<file path="config.mk">
export PLATFORM = sky130hd
export DESIGN_NAME = raycast_wall_column_texturer
export DESIGN_NICKNAME = d
export VERILOG_FILES = /design/src/sv/rcwt_pkg.sv /design/src/sv/raycast_wall_column_texturer.sv /design/src/sv/rcwt_alu.sv
export SDC_FILE = /design/constraint.sdc
export NUM_CORES = 1
export LEC_CHECK = 0
export ABC_AREA = 1
export BUFFER_PORTS_ARGS = -buffer_cell sky130_fd_sc_hd__buf_4
export CORE_ASPECT_RATIO = 0.7
export CORE_MARGIN = 2
export CORE_UTILIZATION = 60
export CTS_BUF_LIST = sky130_fd_sc_hd__clkbuf_2
export DETAILED_ROUTE_END_ITERATION = 8
export PLACE_DENSITY = 0.77
export SYNTH_ARGS = -nofsm -noshare
export SYNTH_HDL_FRONTEND = slang
export SYNTH_SLANG_ARGS = --single-unit
</file>
<file path="constraint.sdc">
create_clock -name clk -period 6.7 [get_ports clk]
set_input_delay 0.67 -clock clk [delete_from_list [all_inputs] [get_ports clk]]
set_output_delay 0.67 -clock clk [all_outputs]
set_load 0.05 [all_outputs]
</file>
<file path="src/sv/rcwt_pkg.sv">
package rcwt_pkg;

    // Shared arithmetic unit: 32-bit operands, one bit per cycle.
    localparam int ALU_BITS = 32;
    localparam int ALU_CNT_W = 5;

    localparam logic OP_DIV = 1'b0;
    localparam logic OP_MUL = 1'b1;

    localparam logic REQ_LOAD = 1'b0;
    localparam logic REQ_TICK = 1'b1;

    localparam int S_TDATA_W = 48;
    localparam int M_TDATA_W = 40;

    typedef struct packed {
        logic start;
        logic op;
    } alu_req_t;

    typedef struct packed {
        logic done;
    } alu_rsp_t;

endpackage

</file>
<file path="src/sv/raycast_wall_column_texturer.sv">
// Textured wall column generator for a grid raycaster. A load word (tuser 0)
// sets up a column: the wall height, the clipped row range, the mirrored
// texture column, and the Q16.16 texel step and start position. Each tick
// word (tuser 1) then yields one pixel, top to bottom, with tlast on the final
// row; ticks arriving with no column set up produce nothing. A single shared
// divide/multiply unit works one bit per cycle. A load keeps s_axis_tready
// low through the wall height division, the row range step, the texel step
// division, the start position multiplication and the step that opens the
// column. When the top of the wall lies inside the screen the start position
// is zero and the multiplication is skipped; a zero wall height skips both
// the texel step division and the multiplication. Ticks are taken one per
// cycle while the output register is free or being drained. A load never
// produces an output word.
module raycast_wall_column_texturer
#(
    parameter int SCREEN_HEIGHT = 480,
    parameter int TEX_W         = 64,
    parameter int TEX_H         = 64
)
(
    input  logic                              clk,
    input  logic                              rst_n,
    input  logic                              s_axis_tvalid,
    output logic                              s_axis_tready,
    // column[9:0], distance[25:10], wall_frac[41:26], side[42],
    // dir_x_positive[43], dir_y_negative[44], texture_id[46:45]
    input  logic [rcwt_pkg::S_TDATA_W-1:0]    s_axis_tdata,
    // req_type
    input  logic                              s_axis_tuser,
    output logic                              m_axis_tvalid,
    input  logic                              m_axis_tready,
    // out_column[9:0], row[18:10], out_texture[20:19], texel_index[32:21]
    output logic [rcwt_pkg::M_TDATA_W-1:0]    m_axis_tdata,
    output logic                              m_axis_tlast
);

    localparam int NUM_H = SCREEN_HEIGHT * 256;
    localparam int HW    = $clog2(NUM_H + 1);
    localparam int MID   = SCREEN_HEIGHT / 2;
    localparam int RW    = $clog2(SCREEN_HEIGHT);
    localparam int TCW   = $clog2(TEX_W);
    localparam int TRW   = $clog2(TEX_H);
    localparam int NUM_S = TEX_H * 65536;

    localparam logic [2:0] S_IDLE  = 3'd0;
    localparam logic [2:0] S_DIV_H = 3'd1;
    localparam logic [2:0] S_GEOM  = 3'd2;
    localparam logic [2:0] S_DIV_S = 3'd3;
    localparam logic [2:0] S_MUL   = 3'd4;
    localparam logic [2:0] S_FIN   = 3'd5;

    logic [2:0]     state_reg, state_next;
    logic           active_reg, active_next;
    logic [9:0]     cur_column_reg, cur_column_next;
    logic [1:0]     cur_texture_reg, cur_texture_next;
    logic [RW-1:0]  cur_row_reg, cur_row_next;
    logic [RW-1:0]  end_row_reg, end_row_next;
    logic [TCW-1:0] tex_column_reg, tex_column_next;
    logic [31:0]    tex_pos_reg, tex_pos_next;
    logic [31:0]    tex_step_reg, tex_step_next;
    logic [HW-1:0]  h_reg, h_next;
    logic           half_ge_reg, half_ge_next;

    logic           out_valid_reg, out_valid_next;
    logic [9:0]     out_column_reg, out_column_next;
    logic [8:0]     out_row_reg, out_row_next;
    logic [1:0]     out_texture_reg, out_texture_next;
    logic [11:0]    out_texel_reg, out_texel_next;
    logic           out_last_reg, out_last_next;

    rcwt_pkg::alu_req_t alu_req;
    rcwt_pkg::alu_rsp_t alu_rsp;
    logic [31:0]        alu_a;
    logic [31:0]        alu_b;
    logic [31:0]        alu_result;

    logic [9:0]     in_column;
    logic [15:0]    in_distance;
    logic [15:0]    in_frac;
    logic           in_side;
    logic           in_xpos;
    logic           in_yneg;
    logic [1:0]     in_texture;
    logic           accept;

    logic [31:0]    frac_scaled;
    logic [TCW-1:0] tx_raw;
    logic [TCW-1:0] tx;

    logic [HW-1:0]  half;
    logic           half_ge;
    logic [HW-1:0]  mid_minus_half;
    logic [HW:0]    mid_plus_half;
    logic [RW-1:0]  start_row;
    logic [RW-1:0]  stop_row;
    logic [31:0]    pos_mult;

    logic [15:0]    pos_hi;
    logic [TRW-1:0] tex_row;
    logic [31:0]    texel_full;
    logic [31:0]    row_full;
    logic           last_pixel;

    rcwt_alu u_alu
    (
        .clk    (clk),
        .rst_n  (rst_n),
        .req    (alu_req),
        .a      (alu_a),
        .b      (alu_b),
        .rsp    (alu_rsp),
        .result (alu_result)
    );

    assign in_column   = s_axis_tdata[9:0];
    assign in_distance = s_axis_tdata[25:10];
    assign in_frac     = s_axis_tdata[41:26];
    assign in_side     = s_axis_tdata[42];
    assign in_xpos     = s_axis_tdata[43];
    assign in_yneg     = s_axis_tdata[44];
    assign in_texture  = s_axis_tdata[46:45];

    assign s_axis_tready = (state_reg == S_IDLE) && (!out_valid_reg || m_axis_tready);
    assign accept        = s_axis_tvalid && s_axis_tready;

    // Texture column from the hit fraction, mirrored for the back faces.
    always_comb
    begin
        frac_scaled = 32'(in_frac) * 32'(TEX_W);
        tx_raw      = frac_scaled[16 +: TCW];
        if ((!in_side && in_xpos) || (in_side && in_yneg))
        begin
            tx = TCW'(TEX_W - 1) - tx_raw;
        end
        else
        begin
            tx = tx_raw;
        end
    end

    // Row range from the wall height.
    always_comb
    begin
        half           = h_reg >> 1;
        half_ge        = (half >= HW'(MID));
        mid_minus_half = HW'(MID) - half;
        mid_plus_half  = {1'b0, half} + (HW + 1)'(MID);
        start_row      = half_ge ? '0 : mid_minus_half[RW-1:0];
        if (mid_plus_half >= (HW + 1)'(SCREEN_HEIGHT - 1))
        begin
            stop_row = RW'(SCREEN_HEIGHT - 1);
        end
        else
        begin
            stop_row = mid_plus_half[RW-1:0];
        end
        pos_mult = 32'(half - HW'(MID));
    end

    // Pixel of the current tick.
    always_comb
    begin
        pos_hi = tex_pos_reg[31:16];
        if (pos_hi > 16'(TEX_H - 1))
        begin
            tex_row = TRW'(TEX_H - 1);
        end
        else
        begin
            tex_row = pos_hi[TRW-1:0];
        end
        texel_full = 32'(tex_row) * 32'(TEX_H) + 32'(tex_column_reg);
        row_full   = 32'(cur_row_reg);
        last_pixel = ({1'b0, cur_row_reg} + 1'b1) >= {1'b0, end_row_reg};
    end

    always_comb
    begin
        state_next       = state_reg;
        active_next      = active_reg;
        cur_column_next  = cur_column_reg;
        cur_texture_next = cur_texture_reg;
        cur_row_next     = cur_row_reg;
        end_row_next     = end_row_reg;
        tex_column_next  = tex_column_reg;
        tex_pos_next     = tex_pos_reg;
        tex_step_next    = tex_step_reg;
        h_next           = h_reg;
        half_ge_next     = half_ge_reg;
        out_valid_next   = out_valid_reg && !m_axis_tready;
        out_column_next  = out_column_reg;
        out_row_next     = out_row_reg;
        out_texture_next = out_texture_reg;
        out_texel_next   = out_texel_reg;
        out_last_next    = out_last_reg;
        alu_req.start    = 1'b0;
        alu_req.op       = rcwt_pkg::OP_DIV;
        alu_a            = 32'(NUM_H);
        alu_b            = 32'(in_distance);

        case (state_reg)
            S_IDLE:
            begin
                if (accept && (s_axis_tuser == rcwt_pkg::REQ_LOAD))
                begin
                    // A zero distance divides by one, which gives the
                    // saturated height directly.
                    active_next      = 1'b0;
                    cur_column_next  = in_column;
                    cur_texture_next = in_texture;
                    tex_column_next  = tx;
                    alu_req.start    = 1'b1;
                    alu_req.op       = rcwt_pkg::OP_DIV;
                    alu_a            = 32'(NUM_H);
                    alu_b            = (in_distance == 16'd0) ? 32'd1 : 32'(in_distance);
                    state_next       = S_DIV_H;
                end
                else if (accept && active_reg)
                begin
                    out_valid_next   = 1'b1;
                    out_column_next  = cur_column_reg;
                    out_row_next     = row_full[8:0];
                    out_texture_next = cur_texture_reg;
                    out_texel_next   = texel_full[11:0];
                    out_last_next    = last_pixel;
                    tex_pos_next     = tex_pos_reg + tex_step_reg;
                    cur_row_next     = cur_row_reg + 1'b1;
                    if (last_pixel)
                    begin
                        active_next = 1'b0;
                    end
                end
            end
            S_DIV_H:
            begin
                if (alu_rsp.done)
                begin
                    h_next     = alu_result[HW-1:0];
                    state_next = S_GEOM;
                end
            end
            S_GEOM:
            begin
                cur_row_next = start_row;
                end_row_next = stop_row;
                half_ge_next = half_ge;
                if (h_reg == '0)
                begin
                    tex_step_next = '0;
                    tex_pos_next  = '0;
                    state_next    = S_FIN;
                end
                else
                begin
                    alu_req.start = 1'b1;
                    alu_req.op    = rcwt_pkg::OP_DIV;
                    alu_a         = 32'(NUM_S);
                    alu_b         = 32'(h_reg);
                    state_next    = S_DIV_S;
                end
            end
            S_DIV_S:
            begin
                if (alu_rsp.done)
                begin
                    tex_step_next = alu_result;
                    if (half_ge_reg)
                    begin
                        alu_req.start = 1'b1;
                        alu_req.op    = rcwt_pkg::OP_MUL;
                        alu_a         = pos_mult;
                        alu_b         = alu_result;
                        state_next    = S_MUL;
                    end
                    else
                    begin
                        tex_pos_next = '0;
                        state_next   = S_FIN;
                    end
                end
            end
            S_MUL:
            begin
                if (alu_rsp.done)
                begin
                    tex_pos_next = alu_result;
                    state_next   = S_FIN;
                end
            end
            S_FIN:
            begin
                active_next = (cur_row_reg < end_row_reg);
                state_next  = S_IDLE;
            end
            default:
            begin
                state_next = S_IDLE;
            end
        endcase
    end

    always_ff @(posedge clk or negedge rst_n)
    begin
        if (!rst_n)
        begin
            state_reg     <= S_IDLE;
            active_reg    <= 1'b0;
            out_valid_reg <= 1'b0;
        end
        else
        begin
            state_reg     <= state_next;
            active_reg    <= active_next;
            out_valid_reg <= out_valid_next;
        end
    end

    always_ff @(posedge clk)
    begin
        cur_column_reg  <= cur_column_next;
        cur_texture_reg <= cur_texture_next;
        cur_row_reg     <= cur_row_next;
        end_row_reg     <= end_row_next;
        tex_column_reg  <= tex_column_next;
        tex_pos_reg     <= tex_pos_next;
        tex_step_reg    <= tex_step_next;
        h_reg           <= h_next;
        half_ge_reg     <= half_ge_next;
        out_column_reg  <= out_column_next;
        out_row_reg     <= out_row_next;
        out_texture_reg <= out_texture_next;
        out_texel_reg   <= out_texel_next;
        out_last_reg    <= out_last_next;
    end

    assign m_axis_tvalid = out_valid_reg;
    assign m_axis_tlast  = out_last_reg;
    assign m_axis_tdata  = {7'd0, out_texel_reg, out_texture_reg, out_row_reg, out_column_reg};

    // A column is never live while the sequencer is still setting one up.
    a_idle_when_active: assert property (@(posedge clk) disable iff (!rst_n)
        (state_reg != S_IDLE) |-> !active_reg)
        else $error("column active during setup");

    // A live column always has at least one row left to emit.
    a_rows_left: assert property (@(posedge clk) disable iff (!rst_n)
        active_reg |-> (cur_row_reg < end_row_reg))
        else $error("active column with no rows left");

    // The shared unit only finishes while the sequencer waits on it.
    a_alu_done_expected: assert property (@(posedge clk) disable iff (!rst_n)
        alu_rsp.done |-> (state_reg == S_DIV_H || state_reg == S_DIV_S
                          || state_reg == S_MUL))
        else $error("unexpected arithmetic completion");

    // The final pixel closes the column.
    a_last_closes: assert property (@(posedge clk) disable iff (!rst_n)
        (accept && (s_axis_tuser == rcwt_pkg::REQ_TICK) && active_reg && last_pixel)
        |=> (!active_reg && m_axis_tvalid && m_axis_tlast))
        else $error("column not closed after final pixel");

endmodule

</file>
<file path="src/sv/rcwt_alu.sv">
module rcwt_alu
(
    input  logic                                clk,
    input  logic                                rst_n,
    input  rcwt_pkg::alu_req_t                  req,
    input  logic [rcwt_pkg::ALU_BITS-1:0]       a,
    input  logic [rcwt_pkg::ALU_BITS-1:0]       b,
    output rcwt_pkg::alu_rsp_t                  rsp,
    output logic [rcwt_pkg::ALU_BITS-1:0]       result
);

    localparam int N = rcwt_pkg::ALU_BITS;

    logic                         busy_reg, busy_next;
    logic                         done_reg, done_next;
    logic                         op_reg, op_next;
    logic [rcwt_pkg::ALU_CNT_W-1:0] cnt_reg, cnt_next;
    logic [N:0]                   acc_reg, acc_next;
    logic [N-1:0]                 x_reg, x_next;
    logic [N-1:0]                 y_reg, y_next;

    logic [N:0]   shifted;
    logic [N+1:0] lhs;
    logic [N+1:0] addend;
    logic [N+1:0] sum;
    logic         is_div;

    // One adder serves both operations: a trial subtract for restoring
    // division and an accumulate for shift-and-add multiplication.
    always_comb
    begin
        is_div  = (op_reg == rcwt_pkg::OP_DIV);
        shifted = {acc_reg[N-1:0], x_reg[N-1]};
        lhs     = is_div ? {1'b0, shifted} : {1'b0, acc_reg};
        addend  = is_div ? ~{2'b00, y_reg} : {2'b00, x_reg};
        sum     = lhs + addend + {{(N+1){1'b0}}, is_div};
    end

    always_comb
    begin
        busy_next = busy_reg;
        done_next = 1'b0;
        op_next   = op_reg;
        cnt_next  = cnt_reg;
        acc_next  = acc_reg;
        x_next    = x_reg;
        y_next    = y_reg;
        if (req.start)
        begin
            busy_next = 1'b1;
            op_next   = req.op;
            cnt_next  = '0;
            acc_next  = '0;
            x_next    = a;
            y_next    = b;
        end
        else if (busy_reg)
        begin
            cnt_next = cnt_reg + 1'b1;
            if (cnt_reg == rcwt_pkg::ALU_CNT_W'(N - 1))
            begin
                busy_next = 1'b0;
                done_next = 1'b1;
            end
            if (is_div)
            begin
                if (!sum[N+1])
                begin
                    acc_next = sum[N:0];
                end
                else
                begin
                    acc_next = shifted;
                end
                x_next = {x_reg[N-2:0], ~sum[N+1]};
            end
            else
            begin
                if (y_reg[0])
                begin
                    acc_next = sum[N:0];
                end
                x_next = {x_reg[N-2:0], 1'b0};
                y_next = {1'b0, y_reg[N-1:1]};
            end
        end
    end

    always_ff @(posedge clk or negedge rst_n)
    begin
        if (!rst_n)
        begin
            busy_reg <= 1'b0;
            done_reg <= 1'b0;
            cnt_reg  <= '0;
        end
        else
        begin
            busy_reg <= busy_next;
            done_reg <= done_next;
            cnt_reg  <= cnt_next;
        end
    end

    always_ff @(posedge clk)
    begin
        op_reg  <= op_next;
        acc_reg <= acc_next;
        x_reg   <= x_next;
        y_reg   <= y_next;
    end

    assign rsp.done = done_reg;
    assign result   = (op_reg == rcwt_pkg::OP_DIV) ? x_reg : acc_reg[N-1:0];

endmodule
</file>
* Word-level counts from Yosys, hierarchy flattened
Index checks and enable logic that the tools add are counted.
** Storage, ports and cells
- Output and inout port bits :: 43
- Bits in read-only memories :: 0
- Bits in registers :: 262
- Logic and storage cells :: 156
- Bits in writable memories :: 0
- Memories kept :: 0
- Bits in latches :: 0
** Cells by class
- Divide/modulo/power cells :: 0
- Add/subtract/negate cells :: 11
- Multiply operators :: 0
- Bitwise logic cells :: 5
- Shift operators :: 0
- Equality and inequality tests :: 17
- Muxes and demuxes :: 63
- Reductions and logical operators :: 31
- Magnitude comparators :: 5
** Operators by type and width (count)
- 32-bit two-way mux :: 16
- 33-bit two-way mux :: 4
- 32-bit case mux with 2 select lines :: 2
- 32-bit case mux with 4 select lines :: 1
- 32-bit case mux with 3 select lines :: 1
- 34-bit by 1-bit adder with 34-bit output :: 1
- 34-bit adder :: 1
- 34-bit two-way mux :: 1
- 32-bit NOT with 34-bit output :: 1
- 32-bit adder :: 1
- 16-bit two-way mux :: 2
- 9-bit two-way mux :: 3
- 23-bit two-way mux :: 1
- 9-bit case mux with 2 select lines :: 1
- 16-bit by 8-bit adder with 17-bit output (second input constant) :: 1
- 17-bit by 9-bit >= comparator with 1-bit output (second input constant) :: 1
- 17-bit zero test :: 1
- 17-bit two-way mux :: 1
- 16-bit by 8-bit subtractor with 17-bit output (second input constant) :: 1
- 16-bit by 8-bit >= comparator with 1-bit output (second input constant) :: 1
- 16-bit by 6-bit > comparator with 1-bit output (second input constant) :: 1
- 16-bit zero test :: 1
- 3-bit two-way mux :: 5
- 3-bit case mux with 5 select lines :: 1
- 33 further kinds :: 82

* Logic depth before layout (Yosys ltp)
- Depth in word-level cells :: 9
- Gate-level depth with buffers :: 24

* Hierarchy
From an unflattened synthesis, not the netlist that was laid out.
** Unflattened totals
- Cell total of the unflattened synthesis :: 2455
- Area total of the unflattened synthesis :: 18231.2 um^2
** By module, submodules not included
- raycast_wall_column_texturer :: cells each 1213, times used 1, area an instance 10169.8 um^2
- rcwt_alu :: cells each 1242, times used 1, area an instance 8061.5 um^2

* Worst setup path before layout
OpenSTA, ideal clock, no wires.
- Kind :: reg2reg
- Start point :: register m_axis_tvalid (netlist name)
- End point :: register tex_step_reg[0] (enable)
- Setup slack :: 1.592 ns
- Data arrival time :: 4.606 ns
- Library setup time :: 0.502 ns
- Cell stages (with the launch flop) :: 8
- Cell sequence :: dfrtp_1 > inv_1 > nor2_1 > nor2_8 > nand2_4 > nor2_8 > o21ai_1 > nor4_1
** RTL lines
- end signal, assigned :: RTL line raycast_wall_column_texturer.sv:326 : tex_step_reg <= tex_step_next;
- end, declared :: RTL line raycast_wall_column_texturer.sv:60 : logic [31:0] tex_step_reg, tex_step_next;

* Final worst setup path
- Start point :: register u_alu.op_reg
- End point :: register u_alu.acc_reg[16]
** Between the ends
- Longest elaborated chain between the ends :: 5
- Elaborated cells on any way between the ends :: 10
** Ends and longest elaborated chain
- start, declared :: RTL line rcwt_alu.sv:16 : logic op_reg, op_next;
- start signal, assigned :: RTL line rcwt_alu.sv:107 : op_reg <= op_next;
- 33-bit two-way mux or 34-bit two-way mux (tied branches) :: RTL line rcwt_alu.sv:34, rcwt_alu.sv:35
- 34-bit adder :: RTL line rcwt_alu.sv:36 : sum = lhs + addend + {{(N+1){1'b0}}, is_div};
- 34-bit by 1-bit adder with 34-bit output :: RTL line rcwt_alu.sv:36
- 33-bit two-way mux, on equally long branches :: RTL line rcwt_alu.sv:67, rcwt_alu.sv:79
- 33-bit two-way mux :: RTL line rcwt_alu.sv:65 : if (is_div)
- end signal, assigned :: RTL line rcwt_alu.sv:108 : acc_reg <= acc_next;
- end, declared :: RTL line rcwt_alu.sv:18 : logic [N:0] acc_reg, acc_next;
Several ways; a longest one is shown, not always the timed one. The select of a mux whose other input is x is not followed.
A chain may end at the register's enable or synchronous reset.

==> results.sh <==
export IMPL_fin_area_mm2=0.0190
export IMPL_max_cap_violations=0
export IMPL_fmax_mhz=220
export IMPL_synth_seq_cells=262
export IMPL_avgSynthCellArea_um2=7.54
export IMPL_core_area_mm2=0.0287
export IMPL_wl_um=50800
export IMPL_setup_tns_ns=0
export IMPL_netlist_area_mm2=0.0174
export IMPL_yosysWarningCount=0
export IMPL_status="completed"
export IMPL_power_density_mw_per_mm2=502
export IMPL_synth_top_cell_area_share_pct=37.5
export IMPL_worst_slew_pin_slew_ns=1.10
export IMPL_die_w_um=207
export IMPL_final_period_utilization_pct=67.8
export IMPL_grt_overflow=0
export IMPL_slew_viol_final=0
export IMPL_drcViolationCount=0
export IMPL_synth_edf_count=217
export IMPL_nFillCells=2569
export IMPL_critPathSlowestCell="buf_4"
export IMPL_crit_arrival_ns=5.26
export IMPL_layout_nets=2556
export IMPL_grt_pass1_vias=14700
export IMPL_hold_buffers=14
export IMPL_post_cts_resized=0
export IMPL_synth_cells=2304
export IMPL_ys_flop_type="edfxtp_1"
export IMPL_cts_setup_buffers=0
export IMPL_max_slew_margin_pct=25.8
export IMPL_syn2layout_area_growth_pct=9.30
export IMPL_grt_start_max_net_pins=117
export IMPL_place_gp_congestion=0.990
export IMPL_ys_top_cells_by_area="edfxtp_1, nand2_1, inv_1"
export IMPL_hold_path_class="primary input to register"
export IMPL_max_clock_path_buffers=3
export IMPL_synth_top_area_cell="edfxtp_1"
export IMPL_cts_inserted_buffers=68
export IMPL_cp_max_fo=116
export IMPL_grt_total_usage_pct=33.6
export IMPL_slowest_delay_ns=0.76
export IMPL_htreeDepth=3
export IMPL_setup_viol_count_final=0
export IMPL_clock_latency_ns=0.91
export IMPL_ys_seq_area_share_pct=43.1
export IMPL_critPathKind="register to register"
export IMPL_drt_pass1_iterations=6
export IMPL_routed_via_density=5.61
export IMPL_num_vias=15900
export IMPL_root_buffer="clkbuf_2"
export IMPL_clkTransAtPathRegs_ns=0.12
export IMPL_dpl_hpwl_um=38100
export IMPL_crit_path_end_kind="register"
export IMPL_cts_tree="yes"
export IMPL_antenna_found_initial=1
export IMPL_grt_pass1_wl_um=79700
export IMPL_cp_required_ns=7.42
export IMPL_io_pins=96
export IMPL_largest_reg_flops=33
export IMPL_cp_common_cell="nand2_1"
export IMPL_crit_chain="buf_4 -> o21ai_0 -> ha_1 -> nand2_1 -> inv_1 -> nand2_1 -> nand3_1 -> nand2_1 -> nand2_1 -> nand2_1 -> nand2_1 -> nand2_1 -> nand3_1 -> ha_1 -> nand2_1 -> inv_1 -> buf_4 -> a21oi_1 -> o21ai_0 -> a21oi_1"
export IMPL_clkSinkCount=262
export IMPL_io_buffers=77
export IMPL_ys_types=57
export IMPL_place_area_mm2=0.0182
export IMPL_fin_crit_ns=4.55
export IMPL_rsz0062_at_grt="no"
export IMPL_die_y_um=146
export IMPL_drt_iter0_drc=1522
export IMPL_row_count=52
export IMPL_drive_gt1_share_pct=10.2
export IMPL_p_leak_nw=9.00
export IMPL_power_total_mw=9.53
export IMPL_wl_per_cell_um=17.9
export IMPL_synthArstFlopShare_pct=4.58
export IMPL_peakVddDrop_uv=382
export IMPL_drtAntennaViolNets=0
export IMPL_startpoint_type="register"
export IMPL_initial_core_util_pct=60.5
export IMPL_skew_ns=0.0800
export IMPL_timing_final_hold_violations=0
export IMPL_die_area_mm2=0.0303
## cell usage after synthesis, types with 4 or more instances
cell type / number
nand2_1: 665
inv_1: 338
nor2_1: 219
edfxtp_1: 217
a21oi_1: 179
o21ai_0: 158
nand3_1: 99
ha_1: 89
clkbuf_1: 34
dfxtp_1: 33
xor2_1: 26
nor3_1: 24
o21ai_1: 21
buf_2: 20
o22ai_1: 19
dfrtp_1: 12
buf_4: 11
a22o_1: 10
nand4_1: 10
nor4_1: 10
inv_2: 9
a21o_1: 7
buf_6: 6
nand2_2: 6
xnor2_1: 6
and2_1: 5
buf_1: 5
nand3b_1: 4
nor3_2: 4
o21bai_1: 4
o32ai_1: 4
or2_2: 4
## cells by family after synthesis
group,share of synthesized area [%]
multiplexers,0.180
XOR/XNOR,1.61
other,0.0216
flip-flops,43.1
AO/OA/AOI/OAI,13.4
adder cells (fa/ha/maj),6.76
buffers and inverters,9.84
AND/OR/NAND/NOR,25.1
## layer usage
layer | global-route usage [%] | wire length [µm] | vias to the layer above
met1 | 51.4 | 23400 | 7296
met2 | 45.9 | 20300 | 758
met4 | 9.46 | 1040 | 2
met5 | 2.19 | 81 | -
met3 | 9.57 | 5930 | 86
li1 | - | - | 7802
## path summary, 6_finish.rpt
kind                                              start                              to  slack, ns  cells past startpoint
max in group asynchronous                         rst_n        u_alu.busy_reg$_DFF_PN0_       6.29                      2
min                                    s_axis_tdata[37]     tex_column_reg[1]$_DFFE_PP_       0.09                      2
min reg2reg                cur_texture_reg[1]$_DFFE_PP_    out_texture_reg[1]$_DFFE_PP_       0.40                      0
max reg2reg                      u_alu.op_reg$_DFFE_PP_  u_alu.acc_reg[16]$_SDFFE_PP0P_       2.15                     20
min in group asynchronous                         rst_n        state_reg[0]$_DFFE_PN0P_       0.17                      2
max                              u_alu.op_reg$_DFFE_PP_  u_alu.acc_reg[16]$_SDFFE_PP0P_       2.15                     20
## worst max-delay path, delay by kind of cell, from the launching register on
family | cells | cell delay (ns)
simple gates | 10 | 1.09
fa+ha+maj | 2 | 0.71
buf+inv | 4 | 1.48
compound gates | 4 | 0.61
flops | 1 | 0.38
## cell usage in the layout (no fill, tap or decap), types with 15 or more instances in the layout
master         synthesis  routed
nand2_1              665     665
inv_1                338     338
nor2_1               219     219
edfxtp_1             217     217
a21oi_1              179     179
o21ai_0              158     158
clkbuf_2               0     106
nand3_1               99      99
buf_4                 11      92
ha_1                  89      89
dfxtp_1               33      33
xor2_1                26      26
nor3_1                24      23
o21ai_1               21      20
o22ai_1               19      19
dlygate4sd3_1          0      15
## stage by stage
step | std cells | hold slack [ns] | setup WS, ns | utilization [%]
finish | 2842 | 0.0889 | 2.15 | 66.1
global route | 2842 | 0.0134 | 1.66 | 66.1
CTS | 2840 | 0.00276 | 2.23 | 66.1
detailed placement | 2704 | 0.405 | 2.33 | 63.4
global placement | 2704 | 0.401 | 2.40 | 63.4
floorplan | 2310 | 0.374 | 1.59 | -
## power breakdown
group	switching, mW	leakage, nW	internal [mW]	total, mW
Combinational	3.77	6.01	1.74	5.51
Clock	0.715	0.490	0.462	1.18
Sequential	0.346	2.50	2.51	2.85
## layout make-up
class / count / area, µm² / share of cell area (%)
Sequential cell: 262 / 7480 / 39.4
Timing Repair Buffer: 107 / 841 / 4.43
Tap cell: 378 / 473 / 2.49
Multi-Input combinational cell: 1623 / 8230 / 43.4
Inverter: 349 / 1310 / 6.92
Clock buffer: 106 / 531 / 2.80
Clock inverter: 16 / 113 / 0.593
Antenna cell: 1 / 2.50 / 0.0132
Power figures use the tool's default switching activity.
